<file path="config.mk">
export PLATFORM = sky130hd
export DESIGN_NAME = lru_tagged_entry_cache_flat
export DESIGN_NICKNAME = d
export VERILOG_FILES = /design/src/hw/rtl/lte_pkg.sv /design/src/hw/rtl/lte_if.sv /design/src/hw/rtl/lte_ctl.sv /design/src/hw/rtl/lte_dp.sv /design/src/hw/rtl/lru_tagged_entry_cache.sv /design/src/flat_wrapper.sv
export SDC_FILE = /design/constraint.sdc
export NUM_CORES = 2
export LEC_CHECK = 0
export BUFFER_PORTS_ARGS = -buffer_cell sky130_fd_sc_hd__clkbuf_2
export CORE_ASPECT_RATIO = 1.4
export CORE_UTILIZATION = 40
export DETAILED_ROUTE_END_ITERATION = 8
export SYNTH_ARGS = -nofsm -noshare
export SYNTH_HDL_FRONTEND = slang
export SYNTH_SLANG_ARGS = --single-unit
export TNS_END_PERCENT = 1
</file>
<file path="constraint.sdc">
create_clock -name i_clk -period 15.6 [get_ports i_clk]
set_clock_uncertainty 0.05 [all_clocks]
set_input_delay 0.78 -clock i_clk [delete_from_list [all_inputs] [get_ports i_clk]]
set_output_delay 0.78 -clock i_clk [all_outputs]
set_load 0.02 [all_outputs]
</file>
<file path="src/hw/rtl/lte_pkg.sv">
// Shared types and constants for the tagged-entry LRU cache.
// Used by the channel interfaces, the controller, the datapath and the top level.
package lte_pkg;

    // Field widths of a request and a response.
    localparam int ACTION_BITS   = 2;
    localparam int DOC_TAG_BITS  = 32;
    localparam int PART_TAG_BITS = 16;
    localparam int DATA_BITS     = 64;
    localparam int STAMP_BITS    = 32;

    // Request action codes.
    localparam logic [ACTION_BITS-1:0] ACT_GET = 2'd0;
    localparam logic [ACTION_BITS-1:0] ACT_PUT = 2'd1;
    localparam logic [ACTION_BITS-1:0] ACT_INV = 2'd2;
    localparam logic [ACTION_BITS-1:0] ACT_NOP = 2'd3;

    // Configuration register file.
    localparam int                  CFG_BITS           = 5;
    localparam int                  APB_ADDR_BITS      = 3;
    localparam int                  APB_DATA_BITS      = 32;
    localparam logic                REG_ENTRIES_USED   = 1'b0;
    localparam logic [CFG_BITS-1:0] ENTRIES_USED_RESET = 5'd16;

    // One request as it arrives on the input channel.
    typedef struct packed {
        logic [ACTION_BITS-1:0]   action;
        logic [DOC_TAG_BITS-1:0]  doc_tag;
        logic [PART_TAG_BITS-1:0] part_tag;
        logic [DATA_BITS-1:0]     write_data;
        logic [STAMP_BITS-1:0]    now_time;
    } t_req;

    // One response on the output channel.
    typedef struct packed {
        logic                 hit;
        logic [DATA_BITS-1:0] read_data;
    } t_rsp;

    // Commands from the controller to the datapath.
    typedef struct packed {
        logic load;
        logic issue;
        logic commit;
    } t_cmd;

    // Status from the datapath to the controller.
    typedef struct packed {
        logic issue_done;
        logic cmp_busy;
        logic out_free;
    } t_sts;

endpackage

</file>
<file path="src/hw/rtl/lte_if.sv">
// Valid/ready channel interfaces for requests and responses.
// Depends on lte_pkg for the payload types.
interface lte_req_if;
    logic          valid;
    logic          ready;
    lte_pkg::t_req data;

    modport source (output valid, output data, input ready);
    modport sink (input valid, input data, output ready);
endinterface

interface lte_rsp_if;
    logic          valid;
    logic          ready;
    lte_pkg::t_rsp data;

    modport source (output valid, output data, input ready);
    modport sink (input valid, input data, output ready);
endinterface

</file>
<file path="src/hw/rtl/lte_ctl.sv">
// Controller state machine: sequences load, entry scan and commit of a request.
// Depends on lte_pkg for the command and status structs.
module lte_ctl (
    input  logic          i_clk,
    input  logic          i_rst_n,
    input  logic          i_req_valid,
    output logic          o_req_ready,
    output lte_pkg::t_cmd o_cmd,
    input  lte_pkg::t_sts i_sts
);

    typedef enum logic [1:0] {
        S_IDLE,
        S_SCAN,
        S_COMMIT
    } t_state;

    t_state r_state;
    t_state n_state;

    // Next state and commands.
    always_comb begin
        n_state = r_state;
        o_cmd   = '0;
        unique case (r_state)
            S_IDLE: begin
                if (i_req_valid) begin
                    o_cmd.load = 1'b1;
                    n_state    = S_SCAN;
                end
            end
            S_SCAN: begin
                // Read one entry per cycle, then wait for the last compare.
                if (!i_sts.issue_done) begin
                    o_cmd.issue = 1'b1;
                end else if (!i_sts.cmp_busy) begin
                    n_state = S_COMMIT;
                end
            end
            S_COMMIT: begin
                // Hold until the response register can take the result.
                if (i_sts.out_free) begin
                    o_cmd.commit = 1'b1;
                    n_state      = S_IDLE;
                end
            end
            default: begin
                n_state = S_IDLE;
            end
        endcase
    end

    assign o_req_ready = (r_state == S_IDLE);

    // State register.
    always_ff @(posedge i_clk) begin
        if (!i_rst_n) begin
            r_state <= S_IDLE;
        end else begin
            r_state <= n_state;
        end
    end

endmodule

</file>
<file path="src/hw/rtl/lte_dp.sv">
// Datapath: entry memories, valid bits, scan compare, victim choice and response register.
// Depends on lte_pkg; driven by commands from lte_ctl.
module lte_dp #(
    parameter int ENTRIES = 16
) (
    input  logic                         i_clk,
    input  logic                         i_rst_n,
    input  lte_pkg::t_cmd                i_cmd,
    output lte_pkg::t_sts                o_sts,
    input  lte_pkg::t_req                i_req,
    input  logic [lte_pkg::CFG_BITS-1:0] i_entries_used,
    input  logic                         i_rsp_ready,
    output logic                         o_rsp_valid,
    output lte_pkg::t_rsp                o_rsp
);

    localparam int CW = $clog2(ENTRIES + 1);
    localparam int IW = (ENTRIES > 1) ? $clog2(ENTRIES) : 1;
    localparam int KW = (CW > lte_pkg::CFG_BITS) ? CW : lte_pkg::CFG_BITS;

    // Entry storage.
    logic [lte_pkg::DOC_TAG_BITS-1:0]  mem_doc   [ENTRIES];
    logic [lte_pkg::PART_TAG_BITS-1:0] mem_part  [ENTRIES];
    logic [lte_pkg::DATA_BITS-1:0]     mem_data  [ENTRIES];
    logic [lte_pkg::STAMP_BITS-1:0]    mem_stamp [ENTRIES];
    logic [ENTRIES-1:0]                r_valid;

    // Request and scan state.
    lte_pkg::t_req                     r_req;
    logic [CW-1:0]                     r_n;
    logic [CW-1:0]                     r_idx;
    logic                              r_cmp_en;
    logic [IW-1:0]                     r_cmp_idx;
    logic [lte_pkg::DOC_TAG_BITS-1:0]  r_rd_doc;
    logic [lte_pkg::PART_TAG_BITS-1:0] r_rd_part;
    logic [lte_pkg::DATA_BITS-1:0]     r_rd_data;
    logic [lte_pkg::STAMP_BITS-1:0]    r_rd_stamp;

    // Scan results.
    logic                              r_found;
    logic [IW-1:0]                     r_match_idx;
    logic [lte_pkg::DATA_BITS-1:0]     r_match_data;
    logic                              r_free_found;
    logic [IW-1:0]                     r_free_idx;
    logic [lte_pkg::STAMP_BITS-1:0]    r_old_stamp;
    logic [IW-1:0]                     r_old_idx;

    logic                              r_rsp_valid;
    lte_pkg::t_rsp                     r_rsp;

    logic [KW-1:0]                     w_used;
    logic [CW-1:0]                     w_n;
    logic                              w_match;
    logic [IW-1:0]                     w_slot;

    // Clamp the configured count to the range 1 to ENTRIES.
    always_comb begin
        w_used = KW'(i_entries_used);
        if (w_used == '0) begin
            w_n = CW'(1);
        end else if (w_used > KW'(ENTRIES)) begin
            w_n = CW'(ENTRIES);
        end else begin
            w_n = CW'(w_used);
        end
    end

    // Tag compare on the entry read in the previous cycle.
    assign w_match = r_cmp_en && r_valid[r_cmp_idx]
                     && (r_rd_doc == r_req.doc_tag)
                     && (r_rd_part == r_req.part_tag);

    // Put target: matching entry, else first free entry, else the oldest one.
    always_comb begin
        if (r_found) begin
            w_slot = r_match_idx;
        end else if (r_free_found) begin
            w_slot = r_free_idx;
        end else begin
            w_slot = r_old_idx;
        end
    end

    // Status to the controller.
    assign o_sts.issue_done = (r_idx == r_n);
    assign o_sts.cmp_busy   = r_cmp_en;
    assign o_sts.out_free   = !r_rsp_valid || i_rsp_ready;

    // Control state: valid bits, compare enable and response valid.
    always_ff @(posedge i_clk) begin
        if (!i_rst_n) begin
            r_valid     <= '0;
            r_cmp_en    <= 1'b0;
            r_rsp_valid <= 1'b0;
        end else begin
            r_cmp_en <= i_cmd.issue;
            if (i_cmd.commit && (r_req.action == lte_pkg::ACT_PUT)) begin
                r_valid[w_slot] <= 1'b1;
            end else if (w_match && (r_req.action == lte_pkg::ACT_INV)) begin
                r_valid[r_cmp_idx] <= 1'b0;
            end
            if (i_cmd.commit) begin
                r_rsp_valid <= 1'b1;
            end else if (i_rsp_ready) begin
                r_rsp_valid <= 1'b0;
            end
        end
    end

    // Request capture, scan counter and running scan results.
    always_ff @(posedge i_clk) begin
        if (i_cmd.load) begin
            r_req        <= i_req;
            r_n          <= w_n;
            r_idx        <= '0;
            r_found      <= 1'b0;
            r_free_found <= 1'b0;
        end
        if (i_cmd.issue) begin
            r_idx     <= r_idx + CW'(1);
            r_cmp_idx <= r_idx[IW-1:0];
        end
        if (r_cmp_en) begin
            if (w_match && !r_found) begin
                r_found      <= 1'b1;
                r_match_idx  <= r_cmp_idx;
                r_match_data <= r_rd_data;
            end
            if (!r_valid[r_cmp_idx] && !r_free_found) begin
                r_free_found <= 1'b1;
                r_free_idx   <= r_cmp_idx;
            end
            // Entry 0 seeds the search; later entries win only when strictly older.
            if ((r_cmp_idx == '0) || (r_rd_stamp < r_old_stamp)) begin
                r_old_stamp <= r_rd_stamp;
                r_old_idx   <= r_cmp_idx;
            end
        end
        if (i_cmd.commit) begin
            r_rsp.hit <= r_found && (r_req.action != lte_pkg::ACT_NOP);
            if ((r_req.action == lte_pkg::ACT_GET) && r_found) begin
                r_rsp.read_data <= r_match_data;
            end else begin
                r_rsp.read_data <= '0;
            end
        end
    end

    // Entry memories: one read per scan cycle, one write at commit.
    always_ff @(posedge i_clk) begin
        if (i_cmd.issue) begin
            r_rd_doc   <= mem_doc[r_idx[IW-1:0]];
            r_rd_part  <= mem_part[r_idx[IW-1:0]];
            r_rd_data  <= mem_data[r_idx[IW-1:0]];
            r_rd_stamp <= mem_stamp[r_idx[IW-1:0]];
        end
        if (i_cmd.commit) begin
            if (r_req.action == lte_pkg::ACT_PUT) begin
                mem_doc[w_slot]   <= r_req.doc_tag;
                mem_part[w_slot]  <= r_req.part_tag;
                mem_data[w_slot]  <= r_req.write_data;
                mem_stamp[w_slot] <= r_req.now_time;
            end else if ((r_req.action == lte_pkg::ACT_GET) && r_found) begin
                mem_stamp[r_match_idx] <= r_req.now_time;
            end
        end
    end

    assign o_rsp_valid = r_rsp_valid;
    assign o_rsp       = r_rsp;

endmodule

</file>
<file path="src/hw/rtl/lru_tagged_entry_cache.sv">
// Fully associative LRU cache of tagged entries: APB register, controller and datapath.
// A request is captured, the scan reads and compares each entry in use, and commit then
// loads the response register once it is free. A new request is accepted only after commit;
// the scan walks the single entry read port one entry per cycle.
// Reset: all valid bits clear and entries_used returns to 16; no clearing pass is needed.
// Depends on lte_pkg, lte_if, lte_ctl and lte_dp.
module lru_tagged_entry_cache #(
    parameter int ENTRIES = 16
) (
    input  logic                              i_clk,
    input  logic                              i_rst_n,
    lte_req_if.sink                           i_req,
    lte_rsp_if.source                         o_rsp,
    input  logic                              psel,
    input  logic                              penable,
    input  logic                              pwrite,
    input  logic [lte_pkg::APB_ADDR_BITS-1:0] paddr,
    input  logic [lte_pkg::APB_DATA_BITS-1:0] pwdata,
    output logic [lte_pkg::APB_DATA_BITS-1:0] prdata,
    output logic                              pready
);

    logic [lte_pkg::CFG_BITS-1:0] r_entries_used;
    logic                         w_cfg_wr;
    logic                         w_reg_sel;
    lte_pkg::t_cmd                w_cmd;
    lte_pkg::t_sts                w_sts;

    // Register access decode.
    assign pready    = 1'b1;
    assign w_reg_sel = (paddr[lte_pkg::APB_ADDR_BITS-1] == lte_pkg::REG_ENTRIES_USED);
    assign w_cfg_wr  = psel && penable && pwrite && pready;

    always_ff @(posedge i_clk) begin
        if (!i_rst_n) begin
            r_entries_used <= lte_pkg::ENTRIES_USED_RESET;
        end else if (w_cfg_wr && w_reg_sel) begin
            r_entries_used <= pwdata[lte_pkg::CFG_BITS-1:0];
        end
    end

    assign prdata = w_reg_sel ? lte_pkg::APB_DATA_BITS'(r_entries_used) : '0;

    // Request sequencer.
    lte_ctl u_ctl (
        .i_clk       (i_clk),
        .i_rst_n     (i_rst_n),
        .i_req_valid (i_req.valid),
        .o_req_ready (i_req.ready),
        .o_cmd       (w_cmd),
        .i_sts       (w_sts)
    );

    // Entry storage and compare datapath.
    lte_dp #(
        .ENTRIES (ENTRIES)
    ) u_dp (
        .i_clk          (i_clk),
        .i_rst_n        (i_rst_n),
        .i_cmd          (w_cmd),
        .o_sts          (w_sts),
        .i_req          (i_req.data),
        .i_entries_used (r_entries_used),
        .i_rsp_ready    (o_rsp.ready),
        .o_rsp_valid    (o_rsp.valid),
        .o_rsp          (o_rsp.data)
    );

endmodule

</file>
<file path="src/flat_wrapper.sv">
// flat-port wrapper written by rule: the top's interface ports become plain ports
module lru_tagged_entry_cache_flat 
#(
    parameter int ENTRIES = 16
)
  (i_clk, i_rst_n, psel, penable, pwrite, paddr, pwdata, prdata, pready, i_req_valid, i_req_data, i_req_ready, o_rsp_valid, o_rsp_data, o_rsp_ready);
  lte_req_if i_req_i ();
  lte_rsp_if o_rsp_i ();
  input  logic i_clk;
  input  logic i_rst_n;
  input  logic psel;
  input  logic penable;
  input  logic pwrite;
  input  logic [lte_pkg::APB_ADDR_BITS-1:0] paddr;
  input  logic [lte_pkg::APB_DATA_BITS-1:0] pwdata;
  output logic [lte_pkg::APB_DATA_BITS-1:0] prdata;
  output logic pready;
  input wire logic [$bits(i_req_i.valid)-1:0] i_req_valid;
  input wire logic [$bits(i_req_i.data)-1:0] i_req_data;
  output wire logic [$bits(i_req_i.ready)-1:0] i_req_ready;
  output wire logic [$bits(o_rsp_i.valid)-1:0] o_rsp_valid;
  output wire logic [$bits(o_rsp_i.data)-1:0] o_rsp_data;
  input wire logic [$bits(o_rsp_i.ready)-1:0] o_rsp_ready;
  assign i_req_i.valid = i_req_valid;
  assign i_req_i.data = i_req_data;
  assign i_req_ready = i_req_i.ready;
  assign o_rsp_valid = o_rsp_i.valid;
  assign o_rsp_data = o_rsp_i.data;
  assign o_rsp_i.ready = o_rsp_ready;
  lru_tagged_entry_cache #(.ENTRIES(ENTRIES)) u_core (.i_clk(i_clk), .i_rst_n(i_rst_n), .i_req(i_req_i), .o_rsp(o_rsp_i), .psel(psel), .penable(penable), .pwrite(pwrite), .paddr(paddr), .pwdata(pwdata), .prdata(prdata), .pready(pready));
endmodule
</file>
==> results.ini <==
[pwr]
combPwrFrac_pct=7.4
p_clk_share_pct=39.8
p_leak_nw=38.4
power_frac_seq_pct=52.8
ir_worst_vdd_v=0.0000902
power.internal_w=0.0126
p_per_area_mw_per_mm2=135
p_total_w=0.0162
switching_power_w=0.00364
swShare_pct=22.4

[place]
numPortBuffers=230
hpwl_mm=119
globalplace.congestion=0.732
dp_cells=8779

[global_routing]
track_usage_pct=19.1
grt_start_max_net_pins=145
gr-total-overflow=0
first_global_vias=52900
antenna_found_initial=23
grt_pass1_wl_mm=370

[logic_synthesis]
synth_area_mm2=0.106
synth_cell_types=44
synth_area_per_cell_um2=20.1
yosys_warnings=0
synthCells=5249
ys_ff_latch=2808
seq_area_frac_synth_pct=79.5

[floorplan]
die_x_um=436
die-height_um=610
core-area_mm2=0.262
floorplan.initialDensity_pct=40.3
num_rows=222
die-area_mm2=0.266
ios=288

[worst_setup_path]
slowest_stage=buf_4
worst_setup_path_start_kind=register
worstSetupEndpointType=register
timing.rr.end=u_core.u_dp.r_rd_data[55]
rr_worst_depth=10
critPathMaxFanout=135
r2r_slack_ps=9870
r2r-start=u_core.u_dp.r_idx[0]
worstSetupPathType=reg -> reg
crit_top_cell=buf_4
critPathMaxStageDelay_ps=900
arrival_ps=6250
worstPathCellList=buf_12 > buf_4 > buf_4 > buf_4 > buf_4 > mux2_2 > o21ai_0 > a21oi_1 > a22oi_1 > nand2_1
required_ps=16120

[hold_path]
hp-start=i_req_data[6]
worstHoldPathCells=1
whs_endpoint=u_core.u_dp.r_req[6]
hp-class=in -> reg

[timing]
setup-tns-final_ps=0
slew_violations=0
clock.fmax_mhz=174
fin_crit_sh_pct=36.7
setup_viol=0
tightest_slew_ps=1110
post-route-min-period_ps=5730
slew_headroom_pct=26.1
rsz0062_at_grt=false
hold_violations=0

[clock_tree]
clock-sinks=2808
cts_buffers=275
clockBufferDepth=4
post_cts_buffers=0
ctsResizeCount=0
cts_tree=done
h-tree-depth=5
cts_hold_buf=20
clkLatencyLatePin_ps=850
cts-root-buf=clkbuf_16
clk_pin_slew_worst_paths_ps=60

[final_layout]
drive_gt1_share_pct=20.2
area_delta_synth_final_pct=13.5
final_core_util_pct=45.8
mostFrequentLayoutCells=edfxtp_1 (2781), mux2i_1 (440), o21ai_0 (311), mux4_2 (292), clkbuf_16 (283)
final_common_cell=edfxtp_1
instances_no_fill=9282
fin_nets=5826

[detailed_routing]
wl_per_cell_um=27.8
drc_errors=0
via_count=51500
detail_route.vias_per_cell=5.55
drt-initial-drc-count=4550
ant_nets=0
wirelength_mm=258
first_pass_iters=6

[status]
status=completed

[flow_run]
max_cap_violations=0

-- Yosys cell counts (all sizes together) --
master   count  share of area, %
mux4       292               6.2
nor4b        2             0.017
nor3         3             0.014
inv         37              0.13
o211ai       2             0.014
dfxtp       27              0.51
mux2       144               1.5
buf        130              0.68
or4          3             0.021
a211oi       2             0.014
nand2      168              0.60
nand2b       4             0.024
nor2        47              0.17
a21o         5             0.036
a31oi       15             0.089
xor2         9             0.075
a22oi      146               1.0
nor2b       15             0.089
nor3b        4             0.028
a2111oi      2             0.017
xnor2       47              0.39
a21boi       3             0.021
o21ai      311               1.5
nand4b       1            0.0083
mux2i      440               4.2
o21a         6             0.043
a21oi      157              0.74
conb         2            0.0071
and2        72              0.43
clkbuf     154              0.55
a221oi     144               1.2
nand4       16             0.095
and4         3             0.025
nor4         5             0.036
edfxtp    2781                79
o31ai        1            0.0071
nand3b       1            0.0071
nand3       14             0.066
ha          34              0.40
-- per-stage QoR --
stage	worst slack, ps	hold slack [ps]	instance area, µm²
detailed placement	9680	355	111000
finish	9870	68.2	120000
global route	9350	25.7	120000
floorplan	8220	350	106000
CTS	9690	3.85	120000
global placement	9730	353	111000
-- kinds of logic (layout without fill, tap and decap cells) --
logic type | Yosys count | after routing | synth area share (%)
AO/OA/AOI/OAI | 794 | 794 | 4.69
XOR/XNOR | 56 | 56 | 0.464
adder cells (fa/ha/maj) | 34 | 34 | 0.403
buffers and inverters | 321 | 846 | 1.35
flip-flops | 2808 | 2808 | 79.5
multiplexers | 876 | 876 | 11.9
other | 2 | 38 | 0.00711
AND/OR/NAND/NOR | 358 | 358 | 1.62
-- worst max-delay path by stage --
| stage | startpoint | to | slack [ps] | cells after the start |
|---|---|---|---|---|
| 5_1_grt | u_core.u_dp.r_idx[0] | u_core.u_dp.r_rd_data[29] | 9350 | 10 |
| 6_report | u_core.u_dp.r_idx[0] | u_core.u_dp.r_rd_data[55] | 9870 | 10 |
| 2_1_floorplan | u_core.u_dp.r_req[139] | u_core.u_dp.r_match_data[0] | 8220 | 6 |
| 3_3_place_gp | u_core.u_dp.r_idx[0] | u_core.u_dp.r_rd_data[55] | 9730 | 10 |
| 3_5_place_dp | u_core.u_dp.r_idx[0] | u_core.u_dp.r_rd_data[55] | 9680 | 10 |
| 4_1_cts | u_core.u_dp.r_idx[0] | u_core.u_dp.r_rd_data[41] | 9690 | 10 |
-- layer usage --
metal	track usage, %	up-vias	share of wire (%)
li1	-	22100	-
met1	25.5	27500	42
met2	32.5	1573	50
met3	2.76	365	5.6
met4	5.11	4	2.4
met5	0	-	0.0074
-- power by group through the flow --
stage,clock (W),combinational [W],sequential [W]
2_1_floorplan,0,0.000841,0.00867
3_3_place_gp,0,0.00120,0.00870
3_5_place_dp,0,0.00120,0.00871
4_1_cts,0.00659,0.00121,0.00855
5_1_grt,0.00685,0.00130,0.00857
6_report,0.00645,0.00119,0.00855
-- cell type report --
type,instances,area (µm²)
clock buffer,328,7270
tap,3472,4340
antenna,10,25.0
sequential,2808,84100
inverter,37,154
multi-input combinational,2146,20600
timing repair buffer,336,2250
clock inverter,145,1300
fill,22000,142000
-- state kept, by name, indices dropped and copies added (netlist names), 64 cells and up --
name and count:
u_core.u_dp.mem_data 1024, u_core.u_dp.mem_doc 512, u_core.u_dp.mem_part 256, u_core.u_dp.mem_stamp 512
u_core.u_dp.o_rsp 65, u_core.u_dp.r_match_data 64, u_core.u_dp.r_rd_data 64, u_core.u_dp.r_req 146
-- worst max-delay path: cells and delay by family (launching register included) --
family                 cells  cell delay (ps)
AOI/OAI and AO/OA          3              450
buffers and inverters      5             3920
muxes                      1              420
DFF                        1              410
and+or+nand+nor            1              100
Note: power is estimated with default switching activity, not from simulation.
